## config.mk

```make
export PLATFORM = sky130hd
export DESIGN_NAME = tnc_entry_ram
export DESIGN_NICKNAME = d
export VERILOG_FILES = /design/src/rtl/core/tnc_pkg.sv /design/src/rtl/core/tnc_entry_ram.sv
export SDC_FILE = /design/constraint.sdc
export NUM_CORES = 1
export LEC_CHECK = 0
export BUFFER_PORTS_ARGS = -buffer_cell sky130_fd_sc_hd__buf_2
export CORE_MARGIN = 5
export CORE_UTILIZATION = 45
export DETAILED_ROUTE_END_ITERATION = 10
export REMOVE_ABC_BUFFERS = 1
export SLEW_MARGIN = 10
export SYNTH_ARGS = -nofsm -noshare
export SYNTH_HDL_FRONTEND = slang
export SYNTH_SLANG_ARGS = --single-unit
```

## constraint.sdc

```tcl
create_clock -name clk -period 9.9 [get_ports clk]
set_input_delay 1.485 -clock clk [delete_from_list [all_inputs] [get_ports clk]]
set_output_delay 1.485 -clock clk [all_outputs]
set_load 0.05 [all_outputs]
```

## src/rtl/core/tnc_pkg.sv

```systemverilog
// Package for the TTL name cache: word types, operation codes and constants.
// Used by every module under rtl/core; depends on nothing else.
`timescale 1ns / 1ps

package tnc_pkg;

  // Operation codes carried in the kind field of an input word.
  localparam logic [1:0] KIND_LOOKUP = 2'd0;
  localparam logic [1:0] KIND_STORE_ENTRY = 2'd1;
  localparam logic [1:0] KIND_STORE_ADDR = 2'd2;
  localparam logic [1:0] KIND_CLEAR = 2'd3;

  // Expiry value that pins an entry: it never expires and is never evicted.
  localparam logic [47:0] EXP_MAX = 48'hFFFF_FFFF_FFFF;

  // Time to live after reset, in milliseconds.
  localparam logic [31:0] TTL_RESET = 32'd300000;

  // One input word.
  typedef struct packed {
    logic [1:0]  kind;
    logic [63:0] name_key;
    logic [47:0] now_ms;
    logic [7:0]  new_count;
    logic [2:0]  addr_index;
    logic [63:0] addr_high;
    logic [63:0] addr_low;
    logic        addr_is_v6;
  } item_t;

  // One result word.
  typedef struct packed {
    logic        hit;
    logic [3:0]  slot;
    logic [3:0]  count_out;
    logic [63:0] out_high;
    logic [63:0] out_low;
    logic        out_is_v6;
    logic        last;
    logic [31:0] hit_total;
    logic [31:0] miss_total;
  } result_t;

  // Key and expiry of one cache entry.
  typedef struct packed {
    logic [63:0] key;
    logic [47:0] expiry;
  } entry_t;

  // One stored address.
  typedef struct packed {
    logic [63:0] high;
    logic [63:0] low;
    logic        is_v6;
  } addr_t;

  // Control from the sequencer to the scan unit.
  typedef struct packed {
    logic start;
    logic step;
    logic is_store;
  } scan_ctrl_t;

  // Status from the scan unit to the sequencer.
  typedef struct packed {
    logic found;
    logic exp_sel;
    logic live_sel;
  } scan_flags_t;

endpackage

```

## src/rtl/core/tnc_entry_ram.sv

```systemverilog
// Entry table of the TTL name cache: key, expiry and count memory plus valid flags.
// Depends on tnc_pkg for the entry type.
`timescale 1ns / 1ps

module tnc_entry_ram #(
  parameter int ENTRIES = 16,
  parameter int CW = 4
) (
  input  logic                                  clk,
  input  logic                                  rst,
  input  logic                                  rd_en,
  input  logic [(ENTRIES > 1 ? $clog2(ENTRIES) : 1)-1:0] rd_addr,
  output logic                                  rd_valid,
  output tnc_pkg::entry_t                       rd_entry,
  output logic [CW-1:0]                         rd_count,
  input  logic                                  wr_en,
  input  logic [(ENTRIES > 1 ? $clog2(ENTRIES) : 1)-1:0] wr_addr,
  input  tnc_pkg::entry_t                       wr_entry,
  input  logic [CW-1:0]                         wr_count,
  input  logic                                  clr_all
);

  tnc_pkg::entry_t   mem [ENTRIES];
  logic [CW-1:0]     count_mem [ENTRIES];
  logic [ENTRIES-1:0] valid;

  // Memory write and registered read.
  always_ff @(posedge clk) begin
    if (wr_en) begin
      mem[wr_addr] <= wr_entry;
      count_mem[wr_addr] <= wr_count;
    end
    if (rd_en) begin
      rd_entry <= mem[rd_addr];
      rd_count <= count_mem[rd_addr];
    end
  end

  // Valid flags live in flip-flops so that reset and clear take effect at once.
  always_ff @(posedge clk) begin
    if (rst || clr_all) begin
      valid <= '0;
    end else if (wr_en) begin
      valid[wr_addr] <= 1'b1;
    end
  end

  // The valid flag is read alongside the memory so both refer to the same entry.
  always_ff @(posedge clk) begin
    if (rst) begin
      rd_valid <= 1'b0;
    end else if (rd_en) begin
      rd_valid <= valid[rd_addr];
    end
  end

endmodule

```

==> run metrics <==
setup TNS=0 ns; Root Driver=clkbuf_16; startpoint type of the worst setup path=input pin; Via-to-Cell Ratio=5.79; min Tclk post-route=3.87 ns; YS warnings=0; Port Buf Inserts=245; largest net degree at the start of global routing=137; data required time of the worst path=10.34 ns; Post-Synthesis Cells=2758; GP Congestion=0.699; clk_lat worst skew=0.83 ns; H-tree levels=4; first-pass GRT wire length=243000 um; drt first-iter violations=3376; Reg clk slew, reported paths=0.06 ns; Setup WS pre-CTS=5.13 ns; VDD IR max=0.000191 V; commonest non-fill, non-tap cells in the layout=edfxtp_1, mux4_2, buf_2, clkbuf_16, clkbuf_1; post-synthesis sequential area ratio=80.7%; Max-Cap Viols=0; Synth Cell Area=73800 um2; die width=415 um; HP Class=reg -> reg; Seq cells post-synth=1989; max-slew violation total from the final report=0; clock sink total=1989; Worst slew margin=21.2%; Setup-failing EPs final=0; initial antenna violation count=47; Layout Nets=3246; Worst EP arrival=4.31 ns; Synth-to-Final Area Change=13.5%; clk buf depth=3; fillcell total=12454; post-route ant nets=0; Synth Area per Inst=26.8 um2; Post-CTS Hold Fix Bufs=0; total CTS buffers=189; number of global-route vias before repair=33206; core area=163000 um2; Die ar.=172000 um2; Cell Chain, Critical Path=buf_2 > nand3b_1 > nor2_4 > buf_4 > buf_4; final hold vios=0; Final WS setup=6.03 ns; multi-input logic area=13600 um2; Worst path slowest cell=nor2_4; Ports=246; DR WL/cell=30.9 um; Buf/Inv on CP=3; Netlist cell types=22; fin crit share=39.1%; outcome=complete, no violations; RSZ-0062 raised after global routing=no; Rows=148; # resized after CTS=0; layout cells sized above 1=34.8%; CTS tree=done; vias after detailed routing=31678; Total GRT Usage=19.7%; Max Clock Freq=0.258 GHz; Worst Max-Slew Pin Slew=1.18 ns; worst clock skew=0.0330 ns; largest stage delay on the critical path=0.82 ns; DR DRC count=0; Register Area=59600 um2; critical-path maximum fanout=44; TritonRoute pass-1 iters=5; Congestion Overflow GR=0; postcts setup bufs=0; critical path class=in -> reg; Die Y=415 um; Worst Setup End Kind=register; Initial Util=45.3%; commonest non-fill, non-tap cell in the layout=edfxtp_1; drt total wl=169000 um; Post-DP HPWL=83000 um; Most common cell on crit path=buf_4; Crit path max-delay family=buffers and inverters; LEAKAGE=0.0261 uW; PwrDens=208 nW/um2
[power breakdown]
part	internal, uW	total, uW	switching, uW	leakage [uW]
Clock	3920	6970	3050	0.00289
Combinational	354	942	588	0.00515
Sequential	9480	9540	59.9	0.0180
Total	13800	17400	3700	0.0261
[cell families (layout without fill, tap and decap cells)]
logic type	after synthesis	after routing	synth area share, %
buffers and inverters	132	653	1.03
DFF	1989	1989	80.7
muxes	586	586	17.8
AOI/OAI and AO/OA	20	20	0.207
and+or+nand+nor	31	31	0.205
other	0	19	0
[area by class of cell]
cell class | count | area share [%]
flip-flops and latches | 1989 | 71.1
multi-input cells | 637 | 16.2
clock buffers | 248 | 5.92
well taps | 2175 | 3.25
repair buffers | 300 | 2.23
clock inverters | 105 | 1.20
diodes | 19 | 0.0568
[routing by layer]
layer,track usage [%],vias to the layer above,part of all wire (%)
met5,0,-,0.045
met4,4.34,14,1.8
met3,4.23,249,6.6
met2,32.5,1066,50
met1,27.6,17431,41
li1,-,12918,-
[sequential cells by signal, indices dropped and copies added, names as in the netlist]
| name | count |
|---|---|
| valid | 16 |
| mem | 1792 |
| rd_entry | 112 |
| count_mem | 64 |
| rd_valid | 1 |
| rd_count | 4 |
[synth_stat cells]
| cell type | number | area [um2] |
|---|---|---|
| buf_1 | 17 | 63.8 |
| buf_2 | 17 | 85.1 |
| or3b_2 | 2 | 17.5 |
| nand3b_1 | 3 | 22.5 |
| nand3_1 | 1 | 5.00 |
| nor3_1 | 4 | 20.0 |
| o21a_1 | 16 | 120 |
| buf_6 | 19 | 214 |
| mux2i_1 | 4 | 40.0 |
| mux4_1 | 3 | 78.8 |
| buf_4 | 27 | 203 |
| nand2b_1 | 2 | 12.5 |
| dfxtp_1 | 17 | 340 |
| nor2b_1 | 1 | 6.26 |
| o211ai_1 | 1 | 7.51 |
| edfxtp_1 | 1972 | 59200 |
| nor2_1 | 16 | 60.1 |
| nand2_1 | 2 | 7.51 |
| mux4_2 | 579 | 13000 |
| a22oi_1 | 1 | 7.51 |
| a221oi_1 | 2 | 17.5 |
| clkbuf_1 | 52 | 195 |
[final timing paths]
kind             endpoint        start  cells past startpoint  slack, ns
max            mem[9][19]   wr_addr[1]                      5       6.03
min             valid[11]    valid[11]                      1       0.46
max reg2reg  rd_entry[26]  mem[10][26]                      2       8.21
min reg2reg     valid[11]    valid[11]                      1       0.46
[metrics by stage]
step / utilization, % / power, uW / cells / hold WS [ns] / cell area [um2]
after CTS: 51.4 / 17600 / 5454 / 0.466 / 83700
after detailed placement: 47.7 / 10700 / 5101 / 0.452 / 77700
final: 51.4 / 17400 / 5473 / 0.460 / 83700
after floorplan: - / 10200 / 2626 / 0.435 / 73000
after global routing: 51.4 / 18100 / 5457 / 0.483 / 83700
after global placement: 47.7 / 10600 / 5101 / 0.444 / 77700
(Power assumes the default switching activity.)
