**config.mk**
```make
export PLATFORM = sky130hd
export DESIGN_NAME = tnc_scan
export DESIGN_NICKNAME = d
export VERILOG_FILES = /design/src/rtl/core/tnc_pkg.sv /design/src/rtl/core/tnc_scan.sv
export SDC_FILE = /design/constraint.sdc
export NUM_CORES = 1
export LEC_CHECK = 0
export ABC_AREA = 1
export ABC_CLOCK_PERIOD_IN_PS = 4200
export BUFFER_PORTS_ARGS = -buffer_cell sky130_fd_sc_hd__clkbuf_2
export CAP_MARGIN = 25
export CORE_AREA = 5 5 138 140
export DETAILED_ROUTE_END_ITERATION = 16
export DIE_AREA = 0 0 143 145
export GPL_TIMING_DRIVEN = 0
export PLACE_DENSITY = 0.77
export SYNTH_ARGS = -nofsm -noshare
export SYNTH_HDL_FRONTEND = slang
export SYNTH_SLANG_ARGS = --single-unit
export TNS_END_PERCENT = 5
```
**constraint.sdc**
```tcl
create_clock -name clk -period 4.2 [get_ports clk]
set_input_delay 0 -clock clk [delete_from_list [all_inputs] [get_ports clk]]
set_output_delay 0 -clock clk [all_outputs]
set_load 0.02 [all_outputs]
```
**src/rtl/core/tnc_pkg.sv**
```systemverilog
// Package for the TTL name cache: word types, operation codes and constants.
// Used by every module under rtl/core; depends on nothing else.
`timescale 1ns / 1ps

package tnc_pkg;

  // Operation codes carried in the kind field of an input word.
  localparam logic [1:0] KIND_LOOKUP = 2'd0;
  localparam logic [1:0] KIND_STORE_ENTRY = 2'd1;
  localparam logic [1:0] KIND_STORE_ADDR = 2'd2;
  localparam logic [1:0] KIND_CLEAR = 2'd3;

  // Expiry value that pins an entry: it never expires and is never evicted.
  localparam logic [47:0] EXP_MAX = 48'hFFFF_FFFF_FFFF;

  // Time to live after reset, in milliseconds.
  localparam logic [31:0] TTL_RESET = 32'd300000;

  // One input word.
  typedef struct packed {
    logic [1:0]  kind;
    logic [63:0] name_key;
    logic [47:0] now_ms;
    logic [7:0]  new_count;
    logic [2:0]  addr_index;
    logic [63:0] addr_high;
    logic [63:0] addr_low;
    logic        addr_is_v6;
  } item_t;

  // One result word.
  typedef struct packed {
    logic        hit;
    logic [3:0]  slot;
    logic [3:0]  count_out;
    logic [63:0] out_high;
    logic [63:0] out_low;
    logic        out_is_v6;
    logic        last;
    logic [31:0] hit_total;
    logic [31:0] miss_total;
  } result_t;

  // Key and expiry of one cache entry.
  typedef struct packed {
    logic [63:0] key;
    logic [47:0] expiry;
  } entry_t;

  // One stored address.
  typedef struct packed {
    logic [63:0] high;
    logic [63:0] low;
    logic        is_v6;
  } addr_t;

  // Control from the sequencer to the scan unit.
  typedef struct packed {
    logic start;
    logic step;
    logic is_store;
  } scan_ctrl_t;

  // Status from the scan unit to the sequencer.
  typedef struct packed {
    logic found;
    logic exp_sel;
    logic live_sel;
  } scan_flags_t;

endpackage

```
**src/rtl/core/tnc_scan.sv**
```systemverilog
// Shared compare unit of the TTL name cache, stepped once per entry by the sequencer.
// Depends on tnc_pkg for the entry type and the control and status structs.
`timescale 1ns / 1ps

module tnc_scan #(
  parameter int SW = 4
) (
  input  logic                 clk,
  input  tnc_pkg::scan_ctrl_t  ctrl,
  input  logic [SW-1:0]        idx,
  input  logic                 ent_valid,
  input  tnc_pkg::entry_t      ent,
  input  logic [63:0]          key,
  input  logic [47:0]          now,
  output tnc_pkg::scan_flags_t flags,
  output logic [SW-1:0]        exp_idx,
  output logic [SW-1:0]        live_idx
);

  logic        exp_sel;
  logic [47:0] exp_best;
  logic        live_sel;
  logic [47:0] live_best;
  logic        is_live;
  logic        pinned;

  // Compares for the entry at hand.
  assign is_live = ent.expiry > now;
  assign pinned = ent.expiry == tnc_pkg::EXP_MAX;

  // A lookup stops on a live matching key; a store stops on the first empty slot.
  always_comb begin
    flags.found = ctrl.is_store ? !ent_valid : (ent_valid && is_live && ent.key == key);
    flags.exp_sel = exp_sel;
    flags.live_sel = live_sel;
  end

  // Running eviction candidates: earliest expired entry and earliest live entry.
  always_ff @(posedge clk) begin
    if (ctrl.start) begin
      exp_sel <= 1'b0;
      live_sel <= 1'b0;
      live_best <= tnc_pkg::EXP_MAX;
    end else if (ctrl.step && ctrl.is_store && ent_valid && !pinned) begin
      if (!is_live) begin
        if (!exp_sel || ent.expiry < exp_best) begin
          exp_sel <= 1'b1;
          exp_best <= ent.expiry;
          exp_idx <= idx;
        end
      end else if (ent.expiry < live_best) begin
        live_sel <= 1'b1;
        live_best <= ent.expiry;
        live_idx <= idx;
      end
    end
  end

endmodule

```
==> run summary <==
status -> finished clean
crit-path max cell delay -> 0.56 ns
DP HPWL -> 18900 µm
share of cells above drive strength 1 -> 0.197
final worst-path cycle share -> 0.734
Worst Skew -> 0.00974 ns
most frequent CP cell -> nand2_1
P&R area growth vs syn -> 28.9%
largest net degree at the start of global routing -> 21
Worst Hold Launch -> ent[16]
Num CTS Buffers -> 9
Final ANT Viol Nets -> 0
leading area contributor after synthesis -> ha_1
Total GRT Usage -> 0.222
P per Cell Area -> 242 nW/µm²
fin cells -> 1678
syn nets -> 1507
CP Class -> in2reg
final setup violation count -> 0
vias in the first global route -> 8470
routability cong. -> 0.878
crit-path cells -> dlygate4sd3_1, clkbuf_2, ha_1, nand2_1, inv_1, nand3_1, nor3_2, nand2_1, nor3_1, nand2_1, nand2_1, nand3_1, a21oi_4, buf_16, buf_16
I/O Pins -> 244
row count -> 49
top cells by area, synth -> ha_1 (21%), edfxtp_1 (20%), nand2_1 (14%), dfxtp_1 (12%), inv_1 (10%)
register bit count reported by yosys -> 106
leakage -> 0.00632 µW
clk sink count -> 106
first-pass GRT wire length -> 37500 µm
RSZ-0062 raised after global routing -> false
sequential share of the synthesized area -> 0.321
setup ws final -> 1.12 ns
Synth Flop Type -> edfxtp_1
worst-skew pair later-pin latency -> 0.35 ns
count leader, synth -> nand2_1
Die Width -> 143 µm
Max Cap Viol -> 0
Layout fillers -> 1536
I/O Buffers -> 243
die area -> 20700 µm²
Critical Path AT -> 3.14 ns
Post-synth top cells -> nand2_1 (313), inv_1 (229), ha_1 (142)
Worst slew margin -> 0.565
Crit Reg-Reg Endpoint -> exp_best[16]$_DFFE_PP_
Slew @ Worst Pin -> 0.650 ns
Total Routed Length -> 23300 µm
final core utilization -> 0.607
Critical Path End Type -> flip-flop
Clock Pin Slew Worst Setup and Hold Paths -> 0.06 ns
syn_area_per_cell -> 7.37 µm²
Fmax achieved -> 324 MHz
initial antenna violation count -> 3
r2r worst-path depth -> 13
number of buffers on the longest clock path -> 2
Mapped Cells -> 1132
Reg-to-Reg Start -> exp_best[33]$_DFFE_PP_
Placed Cells -> 1606
Cell Area, Synth -> 8350 µm²
FF/Latch Area -> 2680 µm²
root buffer cell -> clkbuf_16
CTS tree -> built
Worst Hold Depth -> 1
DP Worst Slack -> 1.33 ns
Hold Path Sink -> exp_best[16]$_DFFE_PP_
core area -> 17700 µm²
H-tree Lvls -> 3
Yosys top cell area share -> 0.213
Vias -> 8256
minimum clock period -> 3.08 ns
# nets final -> 1815
crit path max fanout -> 20
Setup crit start kind -> primary input
crit path max-delay cell type -> a21oi_4
DRC -> 0
routed len/inst -> 13.9 µm
maximum VDD drop -> 184 µV
final hold violation count -> 0
YS warnings -> 0
multi-input logic area -> 4710 µm²
R2R setup slack -> 1.32 ns
Async SR Flop Fraction -> 0
initial DRC count -> 383
Die Span Y -> 145 µm
Hold Crit Class -> in2reg
Distinct cells, synth -> 35
postcts setup bufs -> 0
gr ovfl total -> 0
Slew Limit Fails -> 0
DR pass1 iterations -> 5
Via density -> 4.92
CP required -> 4.25 ns
starting density of the core -> 0.471
Post-synth EDFFs -> 56
## metal layers
| layer | vias to the layer above | wire [µm] | global-route usage |
|---|---|---|---|
| met5 | - | 0 | 0 |
| met4 | 0 | 675 | 0.0832 |
| met3 | 49 | 1240 | 0.0346 |
| met2 | 254 | 12600 | 0.440 |
| met1 | 3673 | 8770 | 0.228 |
| li1 | 4280 | - | - |
## worst max-delay path by stage
stage,to,startpoint,cells after the start,slack (ns)
after floorplan,exp_best[0]$_DFFE_PP_,exp_best[33]$_DFFE_PP_,11,0.95
after global placement,exp_best[35]$_DFFE_PP_,exp_best[33]$_DFFE_PP_,11,-0.08
after detailed placement,exp_best[33]$_DFFE_PP_,exp_best[33]$_DFFE_PP_,13,1.33
after CTS,exp_best[28]$_DFFE_PP_,ent[27],15,1.13
after global routing,exp_best[28]$_DFFE_PP_,ent[27],15,0.88
final,exp_best[16]$_DFFE_PP_,ent[27],15,1.12
## report_power, final
group / leakage (µW) / switching, µW / internal [µW] / total [µW]
sequential: 0.000914 / 12.1 / 1120 / 1130
combinational: 0.00526 / 322 / 272 / 594
clock: 0.000147 / 367 / 515 / 883
total: 0.00632 / 701 / 1910 / 2610
## placed cells by master (no fill, tap or decap), types with 5 or more instances in the layout
cell type	count
dfxtp_1	50
o21ai_0	25
nor3_1	8
inv_1	229
o22ai_1	10
ha_1	142
clkbuf_2	243
xor2_1	11
nand4_1	21
clkbuf_1	8
or2_2	8
clkbuf_16	10
nand2_1	313
nor4_1	7
dlygate4sd3_1	52
edfxtp_1	56
a21oi_1	63
xnor2_1	8
nand3_1	70
nor2_1	65
buf_2	5
o21a_1	5
## flip-flops by register name, summed over array words and instances (netlist names)
name,count
live_best,48
live_idx,4
live_sel,1
exp_best,48
exp_sel,1
exp_idx,4
## area by class of cell
type | count | share of cell area
flip-flops and latches | 106 | 0.249
clock inverters | 3 | 0.00419
multi-input cells | 779 | 0.438
plain buffers | 17 | 0.00930
inverters | 230 | 0.0802
clock buffers | 13 | 0.0252
diodes | 4 | 0.000930
repair buffers | 297 | 0.166
well taps | 229 | 0.0266
## per-stage QoR
step / area (µm²) / power (µW) / hold WS [ns] / setup TNS, ns
2_1_floorplan: 8350 / 1460 / 0.0724 / 0
3_3_place_gp: 9850 / 1680 / 0.189 / -4.06
3_5_place_dp: 9920 / 1700 / 0.193 / 0
4_1_cts: 10800 / 2620 / 0.000472 / 0
5_1_grt: 10800 / 2750 / 0.0171 / 0
6_report: 10800 / 2610 / 0.0142 / 0
## worst max-delay path, delay by kind of cell
kind	cells	cell delay, ns
buffers and inverters	5	1.21
and+or+nand+nor	8	1.03
AOI/OAI and AO/OA	1	0.56
adders and majority gates	1	0.32
## logic make-up (layout without fill, tap and decap cells)
family          after synthesis  in the layout  share of synthesized area
simple gates                498            498                      0.250
xor+xnor                     19             19                     0.0199
other cells                   0              4                          0
flops                       106            106                      0.321
buf+inv                     247            560                      0.115
fa+ha+maj                   142            142                      0.213
compound gates              120            120                     0.0806
## repair_timing
item | CTS | global route
hold buffers | 52 | 0
gates resized for setup | 0 | 0
hold endpoints to repair | 99 | 0
Note: power is estimated with default switching activity, not from simulation.
